## config.mk

```make
export PLATFORM = sky130hd
export DESIGN_NAME = lru_key_value_cache_core
export DESIGN_NICKNAME = d
export VERILOG_FILES = /design/src/hdl/lkvc_pkg.sv /design/src/hdl/lkvc_in_stage.sv /design/src/hdl/lkvc_store.sv /design/src/hdl/lkvc_out_stage.sv /design/src/hdl/lru_key_value_cache_core.sv
export SDC_FILE = /design/constraint.sdc
export NUM_CORES = 2
export LEC_CHECK = 0
export BUFFER_PORTS_ARGS = -buffer_cell sky130_fd_sc_hd__buf_2
export CORE_MARGIN = 2
export CORE_UTILIZATION = 54
export DETAILED_ROUTE_END_ITERATION = 10
export PLACE_DENSITY = 0.7
export SYNTH_ARGS = -nofsm -noshare
export SYNTH_HDL_FRONTEND = slang
export SYNTH_HIERARCHICAL = 1
export SYNTH_SLANG_ARGS = --single-unit
```

## constraint.sdc

```tcl
create_clock -name clk -period 11.2 [get_ports clk]
set_clock_uncertainty 0.15 [all_clocks]
set_input_delay 0.56 -clock clk [delete_from_list [all_inputs] [get_ports clk]]
set_output_delay 0.56 -clock clk [all_outputs]
set_load 0.02 [all_outputs]
```

## src/hdl/lkvc_pkg.sv

```systemverilog
// shared types and constants for the lru key/value cache
package lkvc_pkg;

  localparam int ENTRIES = 16;
  localparam int IDX_W   = $clog2(ENTRIES);
  localparam int RANK_W  = IDX_W;
  localparam int CNT_W   = $clog2(ENTRIES + 1);
  localparam int CAP_W   = 5;
  localparam int CMP_W   = (CAP_W > CNT_W) ? CAP_W : CNT_W;
  localparam int KEY_W   = 32;
  localparam int VAL_W   = 32;

  localparam logic [CAP_W-1:0] CAP_RESET = CAP_W'(16);

  localparam logic OP_GET = 1'b0;
  localparam logic OP_PUT = 1'b1;

  typedef struct packed {
    logic                    op;
    logic signed [KEY_W-1:0] key;
    logic signed [VAL_W-1:0] value;
  } item_t;

  typedef struct packed {
    logic                    found;
    logic signed [VAL_W-1:0] data;
    logic                    evicted;
    logic signed [KEY_W-1:0] evicted_key;
  } result_t;

endpackage

```

## src/hdl/lkvc_in_stage.sv

```systemverilog
// input register holding the item under lookup
module lkvc_in_stage
  import lkvc_pkg::*;
(
  input  logic  clk,
  input  logic  rst_n,
  input  logic  in_valid,
  output logic  in_ready,
  input  item_t in_item,
  input  logic  advance,
  output logic  item_valid,
  output item_t item
);

  logic  valid_r, valid_nxt;
  item_t item_r;

  assign in_ready = !valid_r || advance;

  always_comb begin
    valid_nxt = valid_r;
    if (in_ready) begin
      valid_nxt = in_valid;
    end
  end

  always_ff @(posedge clk) begin
    if (!rst_n) begin
      valid_r <= 1'b0;
    end else begin
      valid_r <= valid_nxt;
    end
  end

  always_ff @(posedge clk) begin
    if (in_valid && in_ready) begin
      item_r <= in_item;
    end
  end

  assign item_valid = valid_r;
  assign item       = item_r;

endmodule

```

## src/hdl/lkvc_store.sv

```systemverilog
// entry store: parallel key match, lru age ranks and replacement
module lkvc_store
  import lkvc_pkg::*;
(
  input  logic             clk,
  input  logic             rst_n,
  input  logic [CAP_W-1:0] capacity,
  input  logic             update,
  input  item_t            item,
  output result_t          result
);

  logic signed [KEY_W-1:0] key_r   [ENTRIES];
  logic signed [VAL_W-1:0] value_r [ENTRIES];
  logic [RANK_W-1:0]       rank_r  [ENTRIES];
  logic [RANK_W-1:0]       rank_nxt[ENTRIES];
  logic [ENTRIES-1:0]      valid_r, valid_nxt;
  logic [CNT_W-1:0]        held_r, held_nxt;

  logic [ENTRIES-1:0]      hit_vec, victim_vec, free_vec, key_wr, val_wr;
  logic                    hit, full, is_put;
  logic signed [VAL_W-1:0] hit_value;
  logic signed [KEY_W-1:0] victim_key;
  logic [RANK_W-1:0]       hit_rank, held_m1;
  logic [CMP_W-1:0]        eff_cap;

  assign is_put  = (item.op == OP_PUT);
  assign held_m1 = RANK_W'(held_r - CNT_W'(1));
  assign free_vec = ~valid_r & (valid_r + ENTRIES'(1));

  // effective capacity, clamped to one and to the entry count
  always_comb begin
    if (capacity == '0) begin
      eff_cap = CMP_W'(1);
    end else if (CMP_W'(capacity) > CMP_W'(ENTRIES)) begin
      eff_cap = CMP_W'(ENTRIES);
    end else begin
      eff_cap = CMP_W'(capacity);
    end
  end

  assign full = CMP_W'(held_r) >= eff_cap;

  always_comb begin
    hit_value  = '0;
    victim_key = '0;
    hit_rank   = '0;
    for (int i = 0; i < ENTRIES; i++) begin
      hit_vec[i]    = valid_r[i] && (key_r[i] == item.key);
      victim_vec[i] = valid_r[i] && (rank_r[i] == held_m1);
      hit_value  = hit_value  | (hit_vec[i]    ? value_r[i] : '0);
      hit_rank   = hit_rank   | (hit_vec[i]    ? rank_r[i]  : '0);
      victim_key = victim_key | (victim_vec[i] ? key_r[i]   : '0);
    end
  end

  assign hit = |hit_vec;

  always_comb begin
    result.found       = hit;
    result.data        = (hit && !is_put) ? hit_value : '0;
    result.evicted     = !hit && is_put && full && (|victim_vec);
    result.evicted_key = result.evicted ? victim_key : '0;
  end

  always_comb begin
    valid_nxt = valid_r;
    held_nxt  = held_r;
    key_wr    = '0;
    val_wr    = '0;
    for (int i = 0; i < ENTRIES; i++) begin
      rank_nxt[i] = rank_r[i];
    end
    if (update) begin
      if (hit) begin
        if (is_put) begin
          val_wr = hit_vec;
        end
        for (int i = 0; i < ENTRIES; i++) begin
          if (hit_vec[i]) begin
            rank_nxt[i] = '0;
          end else if (valid_r[i] && rank_r[i] < hit_rank) begin
            rank_nxt[i] = rank_r[i] + RANK_W'(1);
          end
        end
      end else if (is_put && full) begin
        key_wr = victim_vec;
        val_wr = victim_vec;
        for (int i = 0; i < ENTRIES; i++) begin
          if (victim_vec[i]) begin
            rank_nxt[i] = '0;
          end else if (valid_r[i] && rank_r[i] < held_m1) begin
            rank_nxt[i] = rank_r[i] + RANK_W'(1);
          end
        end
      end else if (is_put && (|free_vec)) begin
        key_wr    = free_vec;
        val_wr    = free_vec;
        valid_nxt = valid_r | free_vec;
        held_nxt  = held_r + CNT_W'(1);
        for (int i = 0; i < ENTRIES; i++) begin
          if (free_vec[i]) begin
            rank_nxt[i] = '0;
          end else if (valid_r[i]) begin
            rank_nxt[i] = rank_r[i] + RANK_W'(1);
          end
        end
      end
    end
  end

  always_ff @(posedge clk) begin
    if (!rst_n) begin
      valid_r <= '0;
      held_r  <= '0;
      for (int i = 0; i < ENTRIES; i++) begin
        rank_r[i] <= '0;
      end
    end else begin
      valid_r <= valid_nxt;
      held_r  <= held_nxt;
      for (int i = 0; i < ENTRIES; i++) begin
        rank_r[i] <= rank_nxt[i];
      end
    end
  end

  always_ff @(posedge clk) begin
    for (int i = 0; i < ENTRIES; i++) begin
      if (key_wr[i]) begin
        key_r[i] <= item.key;
      end
      if (val_wr[i]) begin
        value_r[i] <= item.value;
      end
    end
  end

endmodule

```

## src/hdl/lkvc_out_stage.sv

```systemverilog
// result register on the output channel
module lkvc_out_stage
  import lkvc_pkg::*;
(
  input  logic    clk,
  input  logic    rst_n,
  input  logic    res_valid,
  input  result_t res,
  output logic    advance,
  output logic    out_valid,
  input  logic    out_ready,
  output result_t out_res
);

  logic    valid_r, valid_nxt;
  result_t res_r;

  assign advance = out_ready || !valid_r;

  always_comb begin
    valid_nxt = valid_r;
    if (advance) begin
      valid_nxt = res_valid;
    end
  end

  always_ff @(posedge clk) begin
    if (!rst_n) begin
      valid_r <= 1'b0;
    end else begin
      valid_r <= valid_nxt;
    end
  end

  always_ff @(posedge clk) begin
    if (advance && res_valid) begin
      res_r <= res;
    end
  end

  assign out_valid = valid_r;
  assign out_res   = res_r;

endmodule

```

## src/hdl/lru_key_value_cache_core.sv

```systemverilog
// top level of the lru key/value cache
// Fully associative 16-entry key/value cache with least-recently-used
// replacement. One get or put is taken per clock cycle while out_ready
// allows; its result passes the input register, then the result register.
// The throughput of one item per cycle comes from the entry store, which
// compares all keys in parallel and updates the age ranks in the same cycle
// as the lookup. The capacity register (reset 16; zero acts as one, values
// above 16 act as 16) is written through the cfg port; the user must write
// it only while no item is in flight, as the block does not enforce this.
// The store is empty after reset and needs no clearing time.
module lru_key_value_cache_core
  import lkvc_pkg::*;
(
  input  logic                    clk,
  input  logic                    rst_n,
  input  logic                    in_valid,
  output logic                    in_ready,
  input  logic                    in_op,
  input  logic signed [KEY_W-1:0] in_key,
  input  logic signed [VAL_W-1:0] in_value,
  output logic                    out_valid,
  input  logic                    out_ready,
  output logic                    out_found,
  output logic signed [VAL_W-1:0] out_data,
  output logic                    out_evicted,
  output logic signed [KEY_W-1:0] out_evicted_key,
  input  logic                    cfg_valid,
  output logic                    cfg_ready,
  input  logic [CAP_W-1:0]        cfg_data
);

  logic [CAP_W-1:0] capacity_r, capacity_nxt;
  item_t            in_item, item;
  logic             item_valid, advance;
  result_t          res, out_res;

  assign cfg_ready = 1'b1;

  always_comb begin
    capacity_nxt = capacity_r;
    if (cfg_valid && cfg_ready) begin
      capacity_nxt = cfg_data;
    end
  end

  always_ff @(posedge clk) begin
    if (!rst_n) begin
      capacity_r <= CAP_RESET;
    end else begin
      capacity_r <= capacity_nxt;
    end
  end

  always_comb begin
    in_item.op    = in_op;
    in_item.key   = in_key;
    in_item.value = in_value;
  end

  lkvc_in_stage u_in (
    .clk        (clk),
    .rst_n      (rst_n),
    .in_valid   (in_valid),
    .in_ready   (in_ready),
    .in_item    (in_item),
    .advance    (advance),
    .item_valid (item_valid),
    .item       (item)
  );

  lkvc_store u_store (
    .clk      (clk),
    .rst_n    (rst_n),
    .capacity (capacity_r),
    .update   (item_valid && advance),
    .item     (item),
    .result   (res)
  );

  lkvc_out_stage u_out (
    .clk       (clk),
    .rst_n     (rst_n),
    .res_valid (item_valid),
    .res       (res),
    .advance   (advance),
    .out_valid (out_valid),
    .out_ready (out_ready),
    .out_res   (out_res)
  );

  assign out_found       = out_res.found;
  assign out_data        = out_res.data;
  assign out_evicted     = out_res.evicted;
  assign out_evicted_key = out_res.evicted_key;

endmodule

```

==> summary.md <==
| Metric | Value |
|---|---|
| Req. time, crit path | `between 10 and 15 ns` |
| Die area | `roughly 110000 sq um` |
| Gr ovfl total | `0` |
| Area grow syn2layout | `13.7%` |
| Crit Path Max Fanout | `35` |
| Placed wire-length estimate | `between 150000 and 200000 um` |
| Vias per cell | `around 7.3` |
| Hold violation count in the final report | `0` |
| Max_cap viols | `0` |
| Setup crit end kind | `flop` |
| Final Cycle Share | `between 60 and 70%` |
| Max rail drop VDD | `0.000177 V` |
| Fin nets | `approximately 4400` |
| CTS Buf Count | `130` |
| Top_reg_cell synth | `edfxtp_1` |
| Synth Warn # | `6` |
| Starting DRT DRC Count | `8273` |
| Wire length per cell | `approximately 40 um` |
| Post-Syn Instances | `between 3000 and 4000` |
| Initial Util | `between 50% and 60%` |
| P_leak | `roughly 20 nW` |
| Asr flop ratio synth | `0%` |
| Crit Path Category | `flop to flop` |
| Area of the mapped netlist | `55700 sq um` |
| Most frequent CP cell | `buf_4` |
| Dpl cells | `5364` |
| Met3 WL | `36700 um` |
| Slowest-stage cell, CP | `nor2_4` |
| CTS tree | `built` |
| Vias in the first global route | `37600` |
| Clock transition at path regs | `approximately 0.06 ns` |
| Family with the most delay on the worst path | `simple AND/OR/NAND/NOR gates` |
| Max Slew Vio Count | `0` |
| Syn_nets | `4145` |
| Arr. time, crit path | `between 7 and 8 ns` |
| Worst hold slack | `between 0.03 and 0.04 ns` |
| Post-synth EDFFs | `roughly 1200` |
| Global-route usage over all layers | `roughly 42%` |
| Num Clock Sinks | `between 1000 and 1500` |
| Port bufs | `around 140` |
| DR top layer | `met5` |
| Final Cell Area | `~63000 sq um` |
| First-pass detailed-route iteration total | `6` |
| Chip Height | `around 330 um` |
| Met2 routed WL | `between 90000 and 100000 um` |
| Post-Layout Cell Count | `about 5700` |
| Drc violations | `0` |
| Status | `finished clean` |
| RSZ-0062 raised after global routing | `no` |
| Rows | `approximately 120` |
| Util after Layout | `62.1%` |
| Synth Register Bits | `1247` |
| Largest net degree at the start of global routing | `64` |
| DR vias | `approximately 40000` |
| Share of layout cells above drive strength 1 | `12.6%` |
| Relative slew margins | `13.8%` |
| Post-synthesis sequential area ratio | `approximately two thirds` |
| Worst skew pair latency | `between 0.7 and 0.8 ns` |
| Setup violations, final | `0` |
| GPL Wtd Cong | `about 1.1` |
| Worst path bufs/invs | `6` |
| Commonest non-fill, non-tap cell in the layout | `edfxtp_1` |
| Clk buf depth | `3` |
| Most frequent cells in the layout | `1155 x edfxtp_1, 379 x xnor2_1, 217 x a22o_1, 217 x a221oi_1, 145 x nand4_1` |
| PD cells | `about 160 nW/um^2` |
| DRT met1 WL | `roughly 85000 um` |
| Placed Area | `around 58000 sq um` |
| Netlist cell types | `88` |
| Crit start category | `flop` |
| Total wire length | `about 230000 um` |
| Resized Gates After CTS | `0` |
| Mean area per synthesized cell | `14.0 sq um` |
| Post-CTS Setup Bufs | `0` |
| # fillers | `7636` |
| Routed Antenna Nets | `0` |
| Clk root buf | `clkbuf_16` |
| Core box area | `slightly above 100000 sq um` |
| Slew @ Worst Pin | `roughly 1.3 ns` |
| Storage cell area | `roughly 37000 sq um` |
| Fmax | `between 0.1 and 0.15 GHz` |
| Max incr delay on CP | `about 1.0 ns` |
| # IOs | `~140` |
| Global-route wire length before repair | `309000 um` |
| Die Wd | `approximately 330 um` |
| Setup tns final | `0 ns` |
| H-tree lvl count | `4` |
| Min-Delay Path Class | `input pin to flop` |
| Initial antenna violation count | `19` |
| R2R Setup Slk | `4.01 ns` |
| Crit path time final | `about 7.2 ns` |
| Area of the multi-input gates | `about 18000 sq um` |
| CP Cell Sequence | `buf_4 > inv_1 > o221ai_1 > nor4_1 > and3_2 > buf_4 > or4_1 > nor4_4 > buf_4 > inv_2 > nand2_2 > o211ai_1 > buf_4 > nor2_4` |
-- repair_timing --
| action | in CTS | in global routing |
|---|---|---|
| endpoints found under the setup margin | 0 | 0 |
| hold buffers | 73 | 0 |
| endpoints found under the hold margin | 72 | 0 |
-- where the power goes --
group | internal (W) | leakage, nW | total (W) | switching (W)
Combinational | 0.000128 | 6.62 | 0.000452 | 0.000324
Sequential | 0.00513 | 11.2 | 0.00518 | 0.0000489
Clock | 0.00256 | 2.11 | 0.00446 | 0.00190
-- registers in the layout, indices dropped and copies added, names as in the netlist, 5 cells and up --
name and flops:
capacity_r 5, u_in/item 65, u_out/out_res 66, u_store/held_r 5, u_store/key_r 512, u_store/rank_r 64
u_store/valid_r 16, u_store/value_r 512
-- path summary, 6_finish.rpt --
check                       from                     end  depth (start not counted)
min reg2reg  u_store/valid_r[13]     u_store/valid_r[13]                          2
max reg2reg        u_in/item[42]  u_store/value_r[1][37]                         14
min                    cfg_valid           capacity_r[1]                          3
max                u_in/item[42]  u_store/value_r[1][37]                         14
-- metrics by stage --
stage,worst slack (ns),total power (W)
3_3_place_gp,4.29,0.00568
5_1_grt,3.91,0.0103
3_5_place_dp,4.27,0.00568
6_report,4.01,0.0101
4_1_cts,4.22,0.0101
2_1_floorplan,5.63,0.00548
-- logic make-up after synthesis --
group                    Yosys count  synth area share [%]
AO/OA/AOI/OAI                    949                  13.4
XOR/XNOR                         440                  6.95
other                              1               0.00673
multiplexers                      15                 0.272
AND/OR/NAND/NOR                  866                  8.42
buffers and inverters            335                  2.84
adder cells (fa/ha/maj)          114                  2.52
flip-flops                      1247                  65.6
-- worst min-delay path, cell delays in order --
cell     delay [ns]
buf_2          0.17
mux2i_1        0.09
nor2b_1        0.09
-- synthesized netlist by cell type, types with 32 or more instances --
cell type     n  area share, %
a21oi_1      83           0.75
a221oi_1    217            3.4
a22o_1      217            3.4
a22oi_1     106            1.4
a31oi_1      41           0.46
a41oi_1      33           0.52
and3_1       47           0.53
clkbuf_1    137           0.92
dfxtp_1      92            3.3
edfxtp_1   1155             62
ha_1        103            2.3
inv_1       104           0.70
nand2_1     125           0.84
nand2b_1     81           0.91
nand3_1      67           0.60
nand4_1     145            1.6
nor2_1      160            1.1
nor2b_1      32           0.36
nor3_1       65           0.58
nor4_1       54           0.61
o21ai_0      48           0.43
o22ai_1      32           0.36
xnor2_1     379            6.0
xor2_1       59           0.93
-- layer usage --
metal,GRT usage (%),vias to the layer above
met5,0,-
met4,20.8,22
met3,15.1,682
met2,57.3,3827
met1,60.4,20400
li1,-,16300
-- layout make-up --
class,count,area share (%)
tap,1368,2.70
clock buffer,155,5.28
antenna,3,0.0119
multi-input combinational,2385,28.4
clock inverter,74,1.62
inverter,107,0.634
timing repair buffer,330,3.64
sequential,1247,57.7
No activity file was read; power rests on OpenSTA's default activity.
